## config.mk

```make
export PLATFORM = sky130hd
export DESIGN_NAME = bvwh_front
export DESIGN_NICKNAME = d
export VERILOG_FILES = /design/src/rtl/bvwh_pkg.sv /design/src/rtl/bvwh_front.sv
export SDC_FILE = /design/constraint.sdc
export NUM_CORES = 1
export LEC_CHECK = 0
export BUFFER_PORTS_ARGS = -buffer_cell sky130_fd_sc_hd__buf_2
export CAP_MARGIN = 20
export CORE_MARGIN = 3
export CORE_UTILIZATION = 46
export DETAILED_ROUTE_END_ITERATION = 10
export PLACE_DENSITY_LB_ADDON = 0.15
export SLEW_MARGIN = 20
export SYNTH_ARGS = -nofsm -noshare
export SYNTH_HDL_FRONTEND = slang
export SYNTH_SLANG_ARGS = --single-unit
```

## constraint.sdc

```tcl
create_clock -name clk -period 7.9 [get_ports clk]
set_input_delay 1.185 -clock clk [delete_from_list [all_inputs] [get_ports clk]]
set_output_delay 1.185 -clock clk [all_outputs]
set_load 0.1 [all_outputs]
```

## src/rtl/bvwh_pkg.sv

```systemverilog
// ----------------------------------------------------------------------------
// bvwh_pkg
// Shared types and codes of the binned velocity / work histogram block.
// ----------------------------------------------------------------------------
package bvwh_pkg;

	// Configuration register indexes.
	localparam logic [2:0] REG_PHASE     = 3'd0;
	localparam logic [2:0] REG_FWD_START = 3'd1;
	localparam logic [2:0] REG_FWD_WIDTH = 3'd2;
	localparam logic [2:0] REG_REV_START = 3'd3;
	localparam logic [2:0] REG_REV_WIDTH = 3'd4;
	localparam logic [2:0] REG_STEP_TIME = 3'd5;

	// Request types and read selectors.
	localparam logic       REQ_SAMPLE = 1'b0;
	localparam logic       REQ_READ   = 1'b1;
	localparam logic [1:0] WH_VEL     = 2'd0;
	localparam logic [1:0] WH_WORK    = 2'd1;
	localparam logic [1:0] WH_RNG     = 2'd2;

	// Divider widths: magnitude of the largest dividend, divisor, signed quotient.
	localparam int NUM_W = 65;
	localparam int DEN_W = 34;
	localparam int QUO_W = 66;

	typedef struct packed {
		logic               phase;
		logic signed [31:0] fwd_start;
		logic signed [31:0] fwd_width;
		logic signed [31:0] rev_start;
		logic signed [31:0] rev_width;
		logic        [31:0] step_time;
	} cfg_t;

	typedef struct packed {
		logic               is_read;
		logic               read_ok;
		logic               dir;
		logic        [5:0]  sb;
		logic        [1:0]  which;
		logic        [5:0]  hb;
		logic signed [31:0] x1;
		logic signed [31:0] x2;
		logic signed [31:0] wk;
		logic signed [32:0] dx;
	} qitem_t;

	typedef struct packed {
		logic               accepted;
		logic               direction;
		logic        [5:0]  space_bin;
		logic        [31:0] hit_count;
		logic        [47:0] weight_sum;
		logic signed [47:0] work_sum;
		logic signed [31:0] range_low;
		logic signed [31:0] range_high;
	} res_t;

	typedef struct packed {
		logic                    start;
		logic signed [NUM_W-1:0] num;
		logic signed [DEN_W-1:0] den;
	} div_req_t;

	typedef struct packed {
		logic                    done;
		logic signed [QUO_W-1:0] quo;
	} div_rsp_t;

endpackage

```

## src/rtl/bvwh_front.sv

```systemverilog
// ----------------------------------------------------------------------------
// bvwh_front
// Accepts request beats, classifies them (step, table choice, read checks)
// and holds them in a two-entry queue for the back end.
// ----------------------------------------------------------------------------
module bvwh_front import bvwh_pkg::*; #(
	parameter int SPACE_BINS    = 64,
	parameter int VELOCITY_BINS = 64,
	parameter int WORK_BINS     = 64
) (
	input  logic               clk,
	input  logic               arst_n,
	input  cfg_t               cfg,
	input  logic               hold,
	input  logic               in_valid,
	output logic               in_stall,
	input  logic               req_type,
	input  logic signed [31:0] pos_start,
	input  logic signed [31:0] pos_end,
	input  logic signed [31:0] work,
	input  logic               read_direction,
	input  logic        [5:0]  read_space_bin,
	input  logic        [1:0]  read_which,
	input  logic        [5:0]  read_hist_bin,
	output logic               q_valid,
	output qitem_t             q_item,
	input  logic               q_pop
);

	qitem_t      ent_q [2];
	logic        wp_q;
	logic        rp_q;
	logic [1:0]  cnt_q;
	logic        push;
	qitem_t      cls;
	logic signed [32:0] dx;
	logic        dpos, dneg, fpos, fneg, prod_pos, prod_neg, fwd;
	logic        hb_ok;

	assign in_stall = hold || (cnt_q == 2'd2);
	assign push     = in_valid && !in_stall;
	assign q_valid  = (cnt_q != 2'd0);
	assign q_item   = ent_q[rp_q];

	assign dx = $signed({pos_end[31], pos_end}) - $signed({pos_start[31], pos_start});

	// Table choice follows the sign of step times forward width; phase 1
	// also sends a zero product to the forward table.
	always_comb begin
		dpos     = !dx[32] && (dx != 33'sd0);
		dneg     = dx[32];
		fpos     = !cfg.fwd_width[31] && (cfg.fwd_width != 32'sd0);
		fneg     = cfg.fwd_width[31];
		prod_pos = (dpos && fpos) || (dneg && fneg);
		prod_neg = (dpos && fneg) || (dneg && fpos);
		fwd      = cfg.phase ? !prod_neg : prod_pos;
	end

	always_comb begin
		case (read_which)
			WH_VEL:  hb_ok = 32'(read_hist_bin) < 32'(VELOCITY_BINS);
			WH_WORK: hb_ok = 32'(read_hist_bin) < 32'(WORK_BINS);
			WH_RNG:  hb_ok = read_hist_bin <= 6'd1;
			default: hb_ok = 1'b0;
		endcase
	end

	always_comb begin
		cls.is_read = (req_type == REQ_READ);
		cls.read_ok = hb_ok && (32'(read_space_bin) < 32'(SPACE_BINS));
		cls.dir     = (req_type == REQ_READ) ? read_direction : !fwd;
		cls.sb      = read_space_bin;
		cls.which   = read_which;
		cls.hb      = read_hist_bin;
		cls.x1      = pos_start;
		cls.x2      = pos_end;
		cls.wk      = work;
		cls.dx      = dx;
	end

	always_ff @(posedge clk) begin
		if (push) ent_q[wp_q] <= cls;
	end

	always_ff @(posedge clk or negedge arst_n) begin
		if (!arst_n) begin
			wp_q  <= 1'b0;
			rp_q  <= 1'b0;
			cnt_q <= 2'd0;
		end else begin
			if (push) wp_q <= !wp_q;
			if (q_pop) rp_q <= !rp_q;
			case ({push, q_pop})
				2'b10:   cnt_q <= cnt_q + 2'd1;
				2'b01:   cnt_q <= cnt_q - 2'd1;
				default: cnt_q <= cnt_q;
			endcase
		end
	end

endmodule

```

==> results of run 1 <==
state kept, by name (all words and copies together) (netlist names):
register  cells
rp_q          1
cnt_q         2
wp_q          1
ent_q       292
power by group through the flow:
stage | registers, mW | logic [mW] | clock network [mW]
global placement | 2.11 | 3.24 | 0
CTS | 2.08 | 3.25 | 1.44
global route | 2.10 | 3.34 | 1.51
floorplan | 2.07 | 2.79 | 0
detailed placement | 2.12 | 3.24 | 0
finish | 2.08 | 3.22 | 1.40
layout make-up:
type / instances / area, um2 / area share
repair buffers: 302 / 1540 / 0.0969
well taps: 372 / 465 / 0.0293
clock buffers: 34 / 766 / 0.0483
inverters: 54 / 203 / 0.0128
clock inverters: 16 / 214 / 0.0135
multi-input cells: 452 / 3810 / 0.240
flip-flops and latches: 296 / 8870 / 0.559
routing by layer:
metal / global-route usage / part of all wire
met4: 0.0405 / 0.020
met2: 0.318 / 0.49
met1: 0.250 / 0.43
met3: 0.0399 / 0.067
met5: 0 / 0
through the flow:
| stage | util | instance area [um2] | worst slack (ns) |
|---|---|---|---|
| global route | 0.581 | 15900 | 2.87 |
| finish | 0.581 | 15900 | 3.12 |
| detailed placement | 0.545 | 14900 | 2.51 |
| CTS | 0.581 | 15900 | 3.08 |
| floorplan | - | 12900 | 2.16 |
| global placement | 0.545 | 14900 | 2.55 |
worst max path at each step:
| stage | endpoint | slack [ns] | cells after the start |
|---|---|---|---|
| finish | ent_q[1][143]$_DFFE_PP_ | 3.12 | 14 |
| detailed placement | ent_q[1][143]$_DFFE_PP_ | 2.51 | 14 |
| global route | ent_q[1][143]$_DFFE_PP_ | 2.87 | 14 |
| global placement | ent_q[0][143]$_DFFE_PP_ | 2.55 | 14 |
| CTS | ent_q[1][143]$_DFFE_PP_ | 3.08 | 14 |
| floorplan | ent_q[0][0]$_DFFE_PP_ | 2.16 | 3 |
cells in the final DEF (no fill, tap or decap), drive strengths merged, types with 5 or more instances in the layout:
| cell | count |
|---|---|
| buf | 302 |
| edfxtp | 292 |
| mux2 | 146 |
| inv | 54 |
| clkbuf | 34 |
| ha | 33 |
| a21oi | 29 |
| nor2 | 27 |
| nand2 | 26 |
| o21ai | 24 |
| nor4 | 14 |
| xnor2 | 14 |
| nand3 | 12 |
| xor2 | 10 |
| a21o | 9 |
| clkinv | 9 |
| nand4 | 8 |
| nand2b | 6 |
| o211ai | 6 |
| nor3 | 6 |
| and2 | 6 |
| o41ai | 5 |
| or3 | 5 |
| bufinv | 5 |
| a211oi | 5 |
| and3 | 5 |
logic make-up (layout without fill, tap and decap cells):
| group | Yosys count | count (layout) | synth area share |
|---|---|---|---|
| fa+ha+maj | 34 | 34 | 0.0335 |
| xor+xnor | 24 | 24 | 0.0162 |
| simple gates | 131 | 131 | 0.0528 |
| buf+inv | 74 | 406 | 0.0215 |
| compound gates | 117 | 117 | 0.0637 |
| mux | 146 | 146 | 0.127 |
| flops | 296 | 296 | 0.685 |
==> impl_metrics.yaml, run 1 <==
outcome:
  outcome: "completed"
setup_path:
  reg2reg_to: "ent_q[0][121]$_DFFE_PP_"
  critical_path.top_delay_family: "compound AO/OA/AOI/OAI gates"
  critPathMaxStageDelay_ns: 0.53
  crit_type: "in2reg"
  r2r_slack_ns: 5.30
  reg2reg_depth: 5
  worstSetupEndpointType: "register"
  cp-start-kind: "input pin"
  r2r_start: "cnt_q[0]$_DFFE_PN0P_"
  crit_buf_inv: 2
  crit_path_top_delay_cell: "or4_1"
  critPathRequiredTime_ns: 8.26
  path_cells: "buf_2, inv_1, ha_1, fa_1, nor2b_1, o21ai_4, a311oi_2, o21ai_0, a2111o_1, or4_1, a2111oi_2, nand4b_1, o41a_1, o211ai_1"
  cp_max_fo: 5
  startpoint: "pos_end[0]"
  cp_data_arrival_time_ns: 5.14
cts:
  cts_resized: 0
  cts_sinks: 296
  cts_buffers: 30
  cts_max_level: 1
  clk_pin_slew_ns: 0.06
  clock_latency_ns: 0.55
  cts_buffer_depth: 3
  post-cts-setup-buffers: 0
  ctsRootBufferMaster: "clkbuf_16"
  ctsHoldBuffers: 0
  cts_tree: "yes"
power_and_ir_drop:
  power_density_mw_per_mm2: 422
  p_int_mw: 3.44
  seq_power_share: 0.310
  pwr-share-clk: 0.210
  vdd_drop_max_uv: 236
  p_total_mw: 6.70
  combPwrFrac: 0.480
  switching_share: 0.487
  leakage_nw: 6.02
  switchingPower_mw: 3.26
grt:
  overflow: 0
  antenna_found_initial: 0
  grt_max_degree: 124
  grt_use_total: 0.188
  first_global_vias: 8209
  grt_pass1_wl_um: 45500
timing:
  fin_crit_sh: 0.605
  fin_skew_ns: 0.0160
  worstMarginPinSlew_ns: 0.966
  fin_crit_ns: 4.78
  rsz0062_at_grt: "no"
  finalMaxSlewViolations: 0
  fmax_mhz: 209
  fin_tns_setup_ns: 0
  whs_ns: 0.428
  hold_viol_final: 0
  finalSetupViolCount: 0
  relSlewSlack: 0.356
finish:
  fin_nets: 1448
  n_fill_cell: 2253
  stdcell_count: 1526
  final_layout_size_suffix_gt1_frac: 0.438
  area_growth_pct: 22.6
  antenna_cells: 0
synthesis:
  syn_avg_cell_area_um2: 15.7
  synth_ff_type: "edfxtp_1"
  synth_top_cell_by_area: "edfxtp_1"
  ys_seq_area_frac: 0.685
  synth_cell_type_count: 62
  synthTopCellsByCount: "292 x edfxtp_1, 146 x mux2_2, 54 x inv_1, 33 x ha_1, 28 x a21oi_1"
  ys_ff_latch: 296
  synth-edff-count: 292
  synth_nets: 1134
  syn-instance-count: 822
  synth_area_mm2: 0.0129
  synthArstFlopShare: 0.0135
  post-synth-top-count-cell: "edfxtp_1"
  synth_area_leaders: "edfxtp_1 68%, mux2_2 13%, ha_1 3.2%"
  ys_warn_count: 0
  synth_top_area_frac: 0.678
floorplan:
  core_mm2: 0.0273
  die_w_um: 174
  rows: 60
  dieArea_mm2: 0.0302
  start_util: 0.474
  die_h_um: 174
  ioPinCount: 426
place:
  hpwl_um: 20200
  gp_congestion: 0.871
  dp_cells: 1476
  portBuffers: 297
drt:
  drc: 0
  via_per_inst: 5.27
  wl_per_cell_um: 18.8
  routed_wl_um: 28800
  drtPass1Iterations: 5
  drtIter0Drc: 585
  vias: 8041
  antenna_left: 0
worst_hold_path:
  hold_class: "in2async"
run:
  cap_viol_max_count: 0
Note: power is estimated with default switching activity, not from simulation.
==> run 2: changes to the inputs <==
Settings changed: CORE_UTILIZATION 46 to 51.
Clock period 7.9 ns to 4.65 ns, I/O delays scaled along.
==> run 2 against run 1 <==
  * Worst setup slack got worse by 2.6 ns
  * Die area shrank 9.5%
  * Hold slack got worse by 0.086 ns
  * Register-to-register slack lost 3.1 ns
  * Highest routed layer is now met5
==> impl_metrics.yaml, run 2 (same netlist as run 1, synthesis figures left out) <==
drt:
  antenna_left: 0
  wl_per_cell_um: 19.3
  drtIter0Drc: 523
  routed_wl_um: 28900
  via_per_inst: 5.42
  drtPass1Iterations: 5
  vias: 8103
  drc: 0
finish:
  stdcell_count: 1496
  area_growth_pct: 23.5
  fin_nets: 1460
  largest-register: "ent_q"
  layout_commonest_cell: "buf_2"
  most-common-layout-cells: "297 x buf_2, 292 x edfxtp_1, 146 x mux2_2"
  largest_reg_flops: 292
  reg.largest.list: "ent_q (292), cnt_q (2)"
  final_layout_size_suffix_gt1_frac: 0.443
  fin_util: 0.650
  n_fill_cell: 1902
  fin_area_mm2: 0.0160
grt:
  grt_use_total: 0.202
  use_met3: 0.0569
  antenna_found_initial: 3
  first_global_vias: 8165
  grt_max_degree: 98
  grt_pass1_wl_um: 43400
  use_met2: 0.334
  grt-busiest-layer: "met2"
  overflow: 0
  use_met1: 0.265
timing:
  fin_crit_ns: 4.12
  hold_viol_final: 0
  relSlewSlack: 0.403
  whs_ns: 0.342
  fin_skew_ns: 0.00700
  finalSetupViolCount: 0
  finalMaxSlewViolations: 0
  worstMarginPinSlew_ns: 0.884
  fin_crit_sh: 0.885
  worst_slack_ns: 0.534
  fmax_mhz: 243
  rsz0062_at_grt: "no"
  fin_tns_setup_ns: 0
power_and_ir_drop:
  leakage_nw: 6.12
  power_density_mw_per_mm2: 721
  p_total_mw: 11.5
  vdd_drop_max_uv: 526
floorplan:
  start_util: 0.526
  dieArea_mm2: 0.0273
  core_mm2: 0.0246
  die_h_um: 165
  die_w_um: 165
  rows: 57
  ioPinCount: 426
place:
  gp_congestion: 0.900
  dp_slack_ns: 0.0226
  dp_cells: 1439
  hpwl_um: 20400
  dpl_cell_area_mm2: 0.0149
  portBuffers: 297
setup_path:
  crit_type: "in2reg"
  r2r_start: "cnt_q[0]$_DFFE_PN0P_"
  cp_max_fo: 4
  cp-start-kind: "input pin"
  r2r_slack_ns: 2.19
  critPathRequiredTime_ns: 4.91
  reg2reg_depth: 5
  reg2reg_to: "ent_q[0][21]$_DFFE_PP_"
  worstSetupEndpointType: "register"
  cp_data_arrival_time_ns: 4.38
cts:
  cts_sinks: 296
  cts_tree: "yes"
  clock_latency_ns: 0.54
  cts_buffers: 30
  cts_buffer_depth: 3
  cts_max_level: 1
  clk_pin_slew_ns: 0.06
  ctsRootBufferMaster: "clkbuf_16"
worst_hold_path:
  hp-start: "work[13]"
  worstHoldPathCells: 1
  hold_class: "in2reg"
  min_to: "ent_q[0][46]$_DFFE_PP_"
run:
  cap_viol_max_count: 0
outcome:
  outcome: "completed"
[run 2: how the worst max path moves through the flow]
stage                from                       to  slack, ns
2_1_floorplan  pos_end[0]  ent_q[0][143]$_DFFE_PP_       0.57
3_3_place_gp   pos_end[0]  ent_q[1][143]$_DFFE_PP_       0.04
3_5_place_dp   pos_end[0]  ent_q[0][143]$_DFFE_PP_       0.02
4_1_cts        pos_end[0]  ent_q[0][143]$_DFFE_PP_       0.56
5_1_grt        pos_end[0]  ent_q[1][143]$_DFFE_PP_       0.34
6_report       pos_end[0]  ent_q[0][143]$_DFFE_PP_       0.53
[run 2: cell type report]
type / count / area [um2] / area share
repair buffers: 314 / 1670 / 0.104
flip-flops and latches: 296 / 8870 / 0.555
inverters: 54 / 203 / 0.0127
diodes: 3 / 7.51 / 0.000470
clock inverters: 13 / 215 / 0.0135
multi-input cells: 452 / 3810 / 0.238
well taps: 324 / 405 / 0.0254
clock buffers: 40 / 810 / 0.0506
[run 2: repair_timing]
item / CTS / global route
hold endpoints to repair: 4 / 0
resized for setup: 0 / 0
endpoints found under the setup margin: 0 / 0
setup buffers: 0 / 0
hold buffers: 1 / 0
[run 2: worst max-delay path: stages]
cell and delay (ns):
buf_2 0.11, inv_1 0.06, ha_1 0.19, fa_1 0.22, nor2b_1 0.06, buf_4 0.15
o21ai_4 0.15, a311oi_2 0.14, buf_4 0.15, o2111ai_1 0.39, a31oi_1 0.21, o41ai_1 0.61
xnor2_1 0.26, or3b_2 0.50, o41ai_1 0.29, o211ai_1 0.18
[run 2: metal layers]
layer	vias up	routed length, um
met4	2	643
met5	-	13
met3	46	2550
met2	282	13800
li1	3848	-
met1	3925	11900
[run 2: power breakdown]
part	internal (mW)	total, mW	switching (mW)
combinational	1.07	5.53	4.46
clock	1.55	2.48	0.936
sequential	3.35	3.52	0.163
==> run 3: changes to the inputs <==
Settings changed: PLACE_DENSITY_LB_ADDON 0.15 to 0.3.
==> run 3 against run 2 <==
  * Hold slack worse by 0.0010 ns
  * Global-route usage about the same
  * Sequential cell count unchanged
  * Final cell count about the same
  * Highest routed layer is now met4
  * Critical path depth down 1
  * Cell area is 0.67% lower
  * Wire length decreased by 0.28%
  * Clock skew rose by 0.0040 ns
  * Largest power group unchanged
  * Sequential share of layout area is 0.37 points higher
==> impl_metrics.yaml, run 3 (same netlist as run 1, synthesis figures left out) <==
worst_hold_path:
  hold_class: "in2reg"
  hp-start: "work[1]"
setup_path:
  r2r_slack_ns: 2.29
  critPathRequiredTime_ns: 5.01
  reg2reg_depth: 4
  cp_data_arrival_time_ns: 4.51
  crit_end: "ent_q[0][143]$_DFFE_PP_"
  startpoint: "pos_end[0]"
  cp-start-kind: "input pin"
  cp_max_fo: 3
  r2r_start: "cnt_q[0]$_DFFE_PN0P_"
  crit_type: "in2reg"
  reg2reg_to: "ent_q[1][51]$_DFFE_PP_"
  worstSetupEndpointType: "register"
place:
  dp_slack_ns: -0.0916
  portBuffers: 297
  gp_congestion: 0.871
  dp_cells: 1442
  hpwl_um: 20100
power_and_ir_drop:
  vdd_drop_max_uv: 539
  power_density_mw_per_mm2: 711
  pwr-share-clk: 0.200
  combPwrFrac: 0.486
  seq_power_share: 0.314
  switchingPower_mw: 5.56
  switching_share: 0.492
  p_int_mw: 5.73
  leakage_nw: 6.07
timing:
  finalSetupViolCount: 0
  fin_crit_sh: 0.892
  worstMarginPinSlew_ns: 0.874
  relSlewSlack: 0.417
  fin_skew_ns: 0.0110
  finalMaxSlewViolations: 0
  fmax_mhz: 241
  worst_slack_ns: 0.502
  hold_viol_final: 0
  fin_crit_ns: 4.15
  rsz0062_at_grt: "no"
drt:
  drtIter0Drc: 763
  drtPass1Iterations: 5
  antenna_left: 0
  vias: 8176
  drc: 0
  wl_per_cell_um: 19.2
  via_per_inst: 5.46
  routed_wl_um: 28800
floorplan:
  start_util: 0.526
  die_w_um: 165
  die_h_um: 165
  rows: 57
  core_mm2: 0.0246
  dieArea_mm2: 0.0273
  ioPinCount: 426
cts:
  cts_buffers: 29
  cts_buffer_depth: 3
  ctsRootBufferMaster: "clkbuf_16"
  cts_tree: "yes"
  cts_sinks: 296
  clock_latency_ns: 0.55
  cts_max_level: 1
  clk_pin_slew_ns: 0.06
  cts_resized: 0
finish:
  reg.largest.list: "ent_q (292), cnt_q (2)"
  area_growth_pct: 22.7
  largest_reg_flops: 292
  layout_commonest_cell: "buf_2"
  final_layout_size_suffix_gt1_frac: 0.444
  fin_nets: 1462
  largest-register: "ent_q"
  most-common-layout-cells: "297 x buf_2, 292 x edfxtp_1, 146 x mux2_2"
  stdcell_count: 1497
grt:
  grt_pass1_wl_um: 43400
  grt_use_total: 0.202
  first_global_vias: 8167
  antenna_found_initial: 0
  overflow: 0
  grt_max_degree: 121
run:
  cap_viol_max_count: 0
outcome:
  outcome: "completed"
-- run 3: cell types whose count changed in the layout (fill, tap and decap cells not counted), sizes merged --
| cell | before | now |
|---|---|---|
| clkinv | 6 | 11 |
| clkbuf | 40 | 36 |
| buf | 313 | 316 |
| bufinv | 6 | 3 |
| clkinvlp | 0 | 2 |
| diode | 3 | 1 |
-- run 3: metrics by stage --
stage	TNS, ns	hold slack, ns	utilization	power [mW]	instance area [um2]
after floorplan	0	0.402	-	8.23	12900
after global placement	-0.207	0.470	0.608	9.07	15000
after detailed placement	-0.183	0.497	0.608	9.10	15000
after CTS	0	0.312	0.645	11.4	15900
after global routing	0	0.315	0.645	11.7	15900
final	0	0.341	0.645	11.3	15900
-- run 3: layout make-up --
| class | instances | area [um2] |
|---|---|---|
| Antenna cell | 1 | 2.50 |
| Clock buffer | 36 | 752 |
| Clock inverter | 17 | 161 |
| Fill cell | 1846 | 8720 |
| Inverter | 54 | 203 |
| Multi-Input combinational cell | 452 | 3810 |
| Sequential cell | 296 | 8870 |
| Tap cell | 324 | 405 |
| Timing Repair Buffer | 317 | 1680 |
-- run 3: timing repair --
action / CTS / global route
hold buffers: 1 / 0
hold endpoints to repair: 4 / 0
buffers inserted: 0 / 0
-- run 3: power by group through the flow --
stage          logic [mW]  clock network, mW  registers (mW)
3_5_place_dp         5.50                  0            3.60
5_1_grt              5.69               2.42            3.58
3_3_place_gp         5.49                  0            3.58
4_1_cts              5.52               2.31            3.55
2_1_floorplan        4.74                  0            3.48
6_report             5.49               2.26            3.54
-- run 3: routing by layer --
metal / track usage / up-vias / share of wire
met5: 0 / - / 0
met4: 0.0552 / 0 / 0.023
met3: 0.0526 / 59 / 0.084
met2: 0.331 / 298 / 0.48
met1: 0.269 / 3965 / 0.41
li1: - / 3854 / -
-- run 3: worst max-delay path: stages --
cell,delay [ns]
buf_2,0.10
inv_1,0.04
ha_1,0.20
fa_1,0.40
nor2b_1,0.13
buf_4,0.14
o21ai_4,0.06
a311oi_2,0.33
o21ai_0,0.20
a2111o_1,0.40
or4_1,0.51
a2111oi_2,0.42
nand4b_1,0.22
o41a_1,0.41
o211ai_1,0.23
-- run 3: worst min path at each step --
stage	slack, ns	to	depth (start not counted)
6_report	0.34	ent_q[0][34]$_DFFE_PP_	1
5_1_grt	0.32	ent_q[1][57]$_DFFE_PP_	1
3_3_place_gp	0.47	cnt_q[1]$_DFFE_PN0P_	1
3_5_place_dp	0.50	cnt_q[1]$_DFFE_PN0P_	1
4_1_cts	0.31	ent_q[0][34]$_DFFE_PP_	1
2_1_floorplan	0.40	cnt_q[0]$_DFFE_PN0P_	0
